[config.mk]
export PLATFORM = sky130hd
export DESIGN_NAME = vna_ctrl
export DESIGN_NICKNAME = d
export VERILOG_FILES = /design/src/hw/rtl/vna_pkg.sv /design/src/hw/rtl/vna_ctrl.sv
export SDC_FILE = /design/constraint.sdc
export NUM_CORES = 1
export LEC_CHECK = 0
export ABC_AREA = 1
export BUFFER_PORTS_ARGS = -buffer_cell sky130_fd_sc_hd__buf_2
export CAP_MARGIN = 10
export CORE_ASPECT_RATIO = 1.75
export CORE_MARGIN = 4
export CORE_UTILIZATION = 25
export CTS_CLUSTER_DIAMETER = 80
export DETAILED_ROUTE_END_ITERATION = 8
export PLACE_DENSITY = 0.55
export SLEW_MARGIN = 25
export SYNTH_ARGS = -nofsm -noshare
export SYNTH_HDL_FRONTEND = slang
export SYNTH_SLANG_ARGS = --single-unit
[constraint.sdc]
create_clock -name clock -period 2.25 [get_ports clock]
set_input_delay 0.3375 -clock clock [delete_from_list [all_inputs] [get_ports clock]]
set_output_delay 0.3375 -clock clock [all_outputs]
set_load 0.01 [all_outputs]
[src/hw/rtl/vna_pkg.sv]
// -----------------------------------------------------------------------------
// Vertex normal accumulator package
// Shared types and fixed constants for the controller, the datapath and the top.
// -----------------------------------------------------------------------------
package vna_pkg;

   // Fixed field widths.
   localparam int ACT_BITS   = 2;
   localparam int IDX_BITS   = 10;
   localparam int POS_BITS   = 16;
   localparam int NRM_BITS   = 16;

   // Accumulator width and normalization constants.
   localparam int SUM_BITS   = 48;
   localparam int NORM_HI    = 30;
   localparam int NORM_LO    = 29;
   localparam int MAG_BITS   = 30;
   localparam int SQ_BITS    = 2 * MAG_BITS;
   localparam int SS_BITS    = 62;
   localparam int ROOT_BITS  = 31;
   localparam int RT_BITS    = 63;
   localparam int UNIT_SHIFT = 14;
   localparam int UNIT       = 16384;
   localparam int QUOT_BITS  = 15;
   localparam int DVW_BITS   = 46;

   // Sequencer step counts. The square root walks bit pairs 62 down to 0.
   localparam int CNT_BITS   = 5;
   localparam int ROOT_STEPS = 32;
   localparam int DIV_STEPS  = 15;
   localparam int SQ_STEPS   = 4;
   localparam int LAST_AXIS  = 2;

   typedef enum logic [ACT_BITS-1:0] {
      ACT_LOAD  = 2'd0,
      ACT_TRI   = 2'd1,
      ACT_QUERY = 2'd2
   } action_type;

   typedef enum logic [4:0] {
      ST_IDLE, ST_DECODE, ST_LOAD,
      ST_PA, ST_PB, ST_PC, ST_PLATCH, ST_DIFF, ST_MUL, ST_SUB,
      ST_SRD, ST_SWR,
      ST_QRD, ST_QLATCH, ST_NORM, ST_SQ, ST_ROOT, ST_DINIT, ST_DIV,
      ST_DONE, ST_ZERO
   } state_type;

   // Commands from the controller to the datapath and the output stage.
   typedef struct packed {
      logic       cap;
      logic       pos_wr;
      logic [1:0] rd_sel;
      logic       p_latch;
      logic [1:0] lat_sel;
      logic       diff_en;
      logic       mul_en;
      logic       sub_en;
      logic [1:0] k;
      logic       sum_wr;
      logic       q_latch;
      logic       shr;
      logic       shl;
      logic       sq_init;
      logic       sq_step;
      logic       root_init;
      logic       root_step;
      logic       div_init;
      logic       div_step;
      logic       div_last;
      logic       out_load;
      logic       out_degen;
   } cmd_type;

   // Status from the datapath to the controller.
   typedef struct packed {
      logic [ACT_BITS-1:0] act;
      logic                a_ok;
      logic                tri_ok;
      logic                mx_zero;
      logic                mx_big;
      logic                mx_small;
   } stat_type;

endpackage

[src/hw/rtl/vna_ctrl.sv]
// -----------------------------------------------------------------------------
// Vertex normal accumulator controller
// State machine that sequences loads, triangle adds and normalized queries.
// -----------------------------------------------------------------------------
module vna_ctrl import vna_pkg::*; (
   input  logic     clock,
   input  logic     reset,
   input  logic     req_valid,
   output logic     req_ready,
   input  logic     out_free,
   input  stat_type stat,
   output cmd_type  cmd
);

   state_type             state_ff, state_in;
   logic [CNT_BITS-1:0]   cnt_ff, cnt_in;
   logic [1:0]            k_ff, k_in;

   // State and counter registers.
   always_ff @(posedge clock) begin
      if (reset) begin
         state_ff <= ST_IDLE;
         cnt_ff   <= '0;
         k_ff     <= '0;
      end else begin
         state_ff <= state_in;
         cnt_ff   <= cnt_in;
         k_ff     <= k_in;
      end
   end

   // Next state and commands.
   always_comb begin
      state_in  = state_ff;
      cnt_in    = cnt_ff;
      k_in      = k_ff;
      req_ready = 1'b0;
      cmd       = '0;
      cmd.k     = k_ff;
      case (state_ff)
         ST_IDLE: begin
            req_ready = 1'b1;
            cmd.cap   = req_valid;
            if (req_valid) begin
               state_in = ST_DECODE;
            end
         end
         ST_DECODE: begin
            k_in = '0;
            case (action_type'(stat.act))
               ACT_LOAD:  state_in = stat.a_ok ? ST_LOAD : ST_IDLE;
               ACT_TRI:   state_in = stat.tri_ok ? ST_PA : ST_IDLE;
               ACT_QUERY: state_in = stat.a_ok ? ST_QRD : ST_ZERO;
               default:   state_in = ST_IDLE;
            endcase
         end
         ST_LOAD: begin
            cmd.pos_wr = 1'b1;
            state_in   = ST_IDLE;
         end
         // Fetch the three corner positions.
         ST_PA: begin
            cmd.rd_sel = 2'd0;
            state_in   = ST_PB;
         end
         ST_PB: begin
            cmd.rd_sel  = 2'd1;
            cmd.p_latch = 1'b1;
            cmd.lat_sel = 2'd0;
            state_in    = ST_PC;
         end
         ST_PC: begin
            cmd.rd_sel  = 2'd2;
            cmd.p_latch = 1'b1;
            cmd.lat_sel = 2'd1;
            state_in    = ST_PLATCH;
         end
         ST_PLATCH: begin
            cmd.p_latch = 1'b1;
            cmd.lat_sel = 2'd2;
            state_in    = ST_DIFF;
         end
         ST_DIFF: begin
            cmd.diff_en = 1'b1;
            k_in        = '0;
            state_in    = ST_MUL;
         end
         // One cross product axis per multiply and subtract pair.
         ST_MUL: begin
            cmd.mul_en = 1'b1;
            state_in   = ST_SUB;
         end
         ST_SUB: begin
            cmd.sub_en = 1'b1;
            if (k_ff == 2'(LAST_AXIS)) begin
               k_in     = '0;
               state_in = ST_SRD;
            end else begin
               k_in     = k_ff + 2'd1;
               state_in = ST_MUL;
            end
         end
         // Read-modify-write of each corner accumulator in order a, b, c.
         ST_SRD: begin
            state_in = ST_SWR;
         end
         ST_SWR: begin
            cmd.sum_wr = 1'b1;
            if (k_ff == 2'(LAST_AXIS)) begin
               k_in     = '0;
               state_in = ST_IDLE;
            end else begin
               k_in     = k_ff + 2'd1;
               state_in = ST_SRD;
            end
         end
         ST_QRD: begin
            state_in = ST_QLATCH;
         end
         ST_QLATCH: begin
            cmd.q_latch = 1'b1;
            state_in    = ST_NORM;
         end
         // Shift the magnitudes one bit a cycle into the working range.
         ST_NORM: begin
            if (stat.mx_zero) begin
               state_in = ST_ZERO;
            end else if (stat.mx_big) begin
               cmd.shr = 1'b1;
            end else if (stat.mx_small) begin
               cmd.shl = 1'b1;
            end else begin
               cmd.sq_init = 1'b1;
               cnt_in      = '0;
               state_in    = ST_SQ;
            end
         end
         ST_SQ: begin
            cmd.k       = cnt_ff[1:0];
            cmd.sq_step = 1'b1;
            if (cnt_ff == CNT_BITS'(SQ_STEPS - 1)) begin
               cmd.root_init = 1'b1;
               cnt_in        = '0;
               state_in      = ST_ROOT;
            end else begin
               cnt_in = cnt_ff + 1'b1;
            end
         end
         ST_ROOT: begin
            cmd.root_step = 1'b1;
            if (cnt_ff == CNT_BITS'(ROOT_STEPS - 1)) begin
               cnt_in   = '0;
               k_in     = '0;
               state_in = ST_DINIT;
            end else begin
               cnt_in = cnt_ff + 1'b1;
            end
         end
         ST_DINIT: begin
            cmd.div_init = 1'b1;
            cnt_in       = '0;
            state_in     = ST_DIV;
         end
         ST_DIV: begin
            cmd.div_step = 1'b1;
            if (cnt_ff == CNT_BITS'(DIV_STEPS - 1)) begin
               cmd.div_last = 1'b1;
               cnt_in       = '0;
               if (k_ff == 2'(LAST_AXIS)) begin
                  k_in     = '0;
                  state_in = ST_DONE;
               end else begin
                  k_in     = k_ff + 2'd1;
                  state_in = ST_DINIT;
               end
            end else begin
               cnt_in = cnt_ff + 1'b1;
            end
         end
         ST_DONE: begin
            if (out_free) begin
               cmd.out_load = 1'b1;
               state_in     = ST_IDLE;
            end
         end
         ST_ZERO: begin
            if (out_free) begin
               cmd.out_load  = 1'b1;
               cmd.out_degen = 1'b1;
               state_in      = ST_IDLE;
            end
         end
         default: begin
            state_in = ST_IDLE;
         end
      endcase
   end

endmodule

# Word level (Yosys, flattened, before mapping)
# Cells that the tools add are included.
totals:
  ff_bits: 12
  in_bits: 11
classes:
  n_addsub: 2
  eq_ne: 36
  n_mux: 54
  reduce_logical: 10
op_table:
  columns: ["cell", "n"]
  rows:
  - ["case mux 5 bit (19 select lines)", 1]
  - ["2-to-1 mux 5 bit", 15]
  - ["equality test 5 x 4 -> 1 bit (second input constant)", 9]
  - ["equality test 5 bit (second input constant)", 6]
  - ["case mux 5 bit (5 select lines)", 1]
  - ["2-to-1 mux 2 bit", 12]
  - ["equality test 5 x 3 -> 1 bit (second input constant)", 4]
  - ["2-to-1 mux 1 bit", 17]
  - ["equality test 5 x 2 -> 1 bit (second input constant)", 3]
  - ["case mux 5 bit (3 select lines)", 1]
  - ["!= test 2 bit (second input constant)", 7]
  - ["case mux 3 bit (3 select lines)", 1]
  - ["case mux 2 bit (4 select lines)", 1]
  - ["AND reduction 7 bit", 1]
  - ["2-to-1 mux 3 bit", 2]
  - ["!= test 3 bit (second input constant)", 2]
  - ["OR reduction 2 bit", 3]
  - ["adder 5 x 1 -> 5 bit (second input constant)", 1]
  - ["equality test 5 x 1 -> 1 bit (second input constant)", 1]
  - ["zero test 5 bit", 1]
  - ["nonzero test 5 bit", 1]
  - ["equality test 2 bit (second input constant)", 2]
  - ["2-to-1 mux 4 bit", 1]
  - ["case mux 2 bit (2 select lines)", 1]
  - ["other kinds (8)", 8]

# Depth between registers and ports, before layout
depth:
  ltp_word: 4
  depth_mapped: 11
  ltp_nobuf: 11

# Least setup slack after synthesis
# Ideal clock, no wire load.
synth_timing:
  path_kind: "flip-flop to flip-flop"
  start: "reg cnt_ff[1]"
  end: "reg state_ff[3]"
  arrival_ns: 1.346
  required_ns: 2.115
  slack_ns: 0.769
  stages_incl_launch_ff: 12
  path_buffers: 0
  path_cell_list: "dfxtp_1 > ha_1 > inv_1 > nor2_1 > ha_1 > inv_1 > nand2_2 > nand2_2 > nor2_2 > nand2_4 > nand2_1 > a21oi_2"
synth_between:
  elab_chain_cells: 3
  elab_cells_between_ends: 7
  cone_classes: "eq/ne: 6; reduce/logical: 1"
synth_lines:
  columns: ["item", "line", "source"]
  rows:
  - ["from (decl)", "vna_ctrl.sv:16", "logic [CNT_BITS-1:0] cnt_ff, cnt_in;"]
  - ["from (signal assigned)", "vna_ctrl.sv:27", "cnt_ff <= cnt_in;"]
  - ["equality test 5 x 4 -> 1 bit (tied with other cells)", "vna_ctrl.sv:166", "if (cnt_ff == CNT_BITS'(DIV_STEPS - 1)) begin"]
  - ["!= test 2 bit (no line)", null, null]
  - ["AND reduction 7 bit (no line) *", null, null]
  - ["to (signal assigned)", "vna_ctrl.sv:26", "state_ff <= state_in;"]
  - ["to (decl)", "vna_ctrl.sv:15", "state_type state_ff, state_in;"]
# Mark *: on every way between the ends. The rest lies on a longest branch, timed or not.
# A chain may end at the register's enable or synchronous reset.

==> flow_summary.ini <==
[clock_network]
cts.sinks = 12
cts_buffers = 3
tritoncts = yes
clk_latency_ns = 0.25
htreeDepth = 1
cts_resized = 0
clkSlewWorstSetupHoldPaths_ns = 0.06
hold_buffers = 0
root_buffer = clkbuf_8
clockBufferDepth = 2
postCtsSetupBuffers = 0

[power]
peakVddDrop_uv = 305
power.internal_w = 0.000599
power_frac_seq_pct = 27.5
p_sw_w = 0.000548
p_leak_nw = 0.899
switching_share_pct = 47.8
p_comb_share_pct = 50.9
power_density_nw_per_um2 = 719
p_total_w = 0.00115
clkPwrFrac_pct = 21.6

[global_routing]
grt_usage_pct = 13.1
grt-ovfl-total = 0
antenna_found_initial = 0
grt_pass1_vias = 1514
grt_max_degree = 12
grt_pass1_wl_um = 6890

[placed_design]
dpl.hpwl_um = 3460
place_congestion = 0.888
portBuffers = 36
pre_cts_ws_ns = 0.440

[setup_path]
crit_path_end_kind = primary output
path_delay_family = simple AND/OR/NAND/NOR gates
worstPathRequired_ns = 1.91
critPathBufInv = 2
path_cells = nand3_2, nor2_4, nand2_2, nor2_1, nand2_1, inv_1, buf_2
critPathArrivalTime_ns = 1.70
cp_slowest_cell = dfxtp_1
critical_path_class = flip-flop to primary output
cpPeakStageDelay_ns = 0.57
start_kind = flip-flop
path_max_fanout = 9

[sta]
slew_viol_final = 0
fin_crit_sh_pct = 90.6
finalHoldViolCount = 0
skew_ns = 0.00631
holdWs_ns = 0.426
max_freq_mhz = 491
grt_setup_unrepaired = false
setup_viol = 0
setup_ws_ns = 0.212
worst_slew_pin_slew_ns = 0.503
tns_ns = 0
min_period_ns = 2.04
max-slew-margin-rel_pct = 66.4

[detailed_routing]
drtPass1Iterations = 5
viasPerCell = 4.70
wl_per_cell_um = 12.7
detail-route-antenna-nets = 0
wl_um = 4100
drc = 0
drt_iter0_markers = 26
num_vias = 1518

[synth]
ys_ff_latch = 12
synth_compound_area_share_pct = 7.59
muxShareOfSynthArea_pct = 0
synth_area_leader_cell = dfxtp_1
synth_fa_ha_area_share_pct = 2.85
syn-mean-instance-area_um2 = 5.66
yosysSeqAreaShare_pct = 18.2
synth_top_family_by_area = simple AND/OR/NAND/NOR gates
synth-simple-area-share_pct = 57.8
synth_top_area_share_pct = 18.2
syn_inst = 233
synth_cell_type_count = 27
synth-xor-area-share_pct = 0
synth_area_um2 = 1320
yosysWarningCount = 0
ys_top_cells_by_area = dfxtp_1 (18%), nand2_1 (16%), nor2_1 (11%)
synth_nets = 247

[floorplanning]
die_height_um = 104
row_count = 34
start_util_pct = 26.1
dieArea_um2 = 6550
io-pin-count = 37
coreArea_um2 = 5060
die_w_um = 62.9

[cells_and_area]
syn_to_final_growth_pct = 21.1
drive_above_1_share_pct = 29.4
utilization_pct = 31.5
final_nets = 284
final_cell_mix = nand2_1 (57), nor2_1 (37), buf_2 (36)
n_antenna_cell = 0
layout_commonest_cell = nand2_1
nFillCells = 594

[job]
maxCapViolations = 0

[hold_path]
holdCritPathClass = input port to flip-flop

[status]
outcome = completed
final timing paths:
kind / startpoint / end / slack, ns / depth (start not counted)
min reg2reg: k_ff[1]$_SDFFE_PP0P_ / k_ff[1]$_SDFFE_PP0P_ / 0.48 / 2
min: reset / state_ff[4]$_SDFFE_PP0P_ / 0.43 / 2
max: state_ff[2]$_SDFFE_PP0P_ / cmd[8] / 0.21 / 7
max reg2reg: state_ff[4]$_SDFFE_PP0P_ / state_ff[2]$_SDFFE_PP0P_ / 0.49 / 8
Yosys cell counts:
| master | count |
|---|---|
| nor2_4 | 5 |
| a21oi_2 | 4 |
| buf_2 | 1 |
| nand3_1 | 27 |
| inv_1 | 33 |
| nand4_1 | 2 |
| buf_4 | 1 |
| clkinv_2 | 1 |
| o21ai_0 | 5 |
| nand2_4 | 1 |
| nand2_1 | 57 |
| ha_1 | 3 |
| nand2_2 | 10 |
| nand3b_1 | 1 |
| nor3_2 | 1 |
| nand3_2 | 4 |
| dfxtp_1 | 12 |
| inv_2 | 5 |
| buf_6 | 1 |
| nor2_2 | 7 |
| clkbuf_1 | 1 |
| nor4_1 | 1 |
| and2_4 | 1 |
| clkinv_1 | 1 |
| a21oi_1 | 8 |
| nor3_1 | 3 |
| nor2_1 | 37 |
layout make-up:
cell class	count	area, um2	area share [%]
Multi-Input combinational cell	177	900	56.3
Sequential cell	12	240	15.0
Timing Repair Buffer	36	180	11.3
Inverter	40	154	9.64
Tap cell	54	67.6	4.23
Clock buffer	4	55.1	3.45
power groups by stage:
stage	Sequential, W	Combinational, W	Clock [W]
finish	0.000316	0.000584	0.000248
global route	0.000321	0.000660	0.000258
CTS	0.000314	0.000596	0.000249
detailed placement	0.000318	0.000591	0
global placement	0.000318	0.000591	0
floorplan	0.000290	0.000447	0
stage by stage:
step / cell area, um2 / cells
finish: 1600 / 323
global route: 1600 / 323
CTS: 1590 / 323
detailed placement: 1540 / 319
global placement: 1540 / 319
floorplan: 1320 / 233
state kept, by name, summed over array words and instances, names as in the netlist:
register / count
state_ff: 5
cnt_ff: 5
k_ff: 2
per-layer routing:
layer	global-route usage [%]	vias to the layer above	share of wire, %
li1	-	793	-
met1	12.5	664	36
met2	25.5	46	55
met3	1.62	15	4.6
met4	7.58	0	4.5
met5	0	-	0
kinds of logic (layout without fill, tap and decap cells):
| group | Yosys count | in the layout |
|---|---|---|
| and+or+nand+nor | 157 | 157 |
| AOI/OAI and AO/OA | 17 | 17 |
| adders and majority gates | 3 | 3 |
| DFF | 12 | 12 |
| buffers and inverters | 44 | 80 |
No activity file was read; power rests on OpenSTA's default activity.
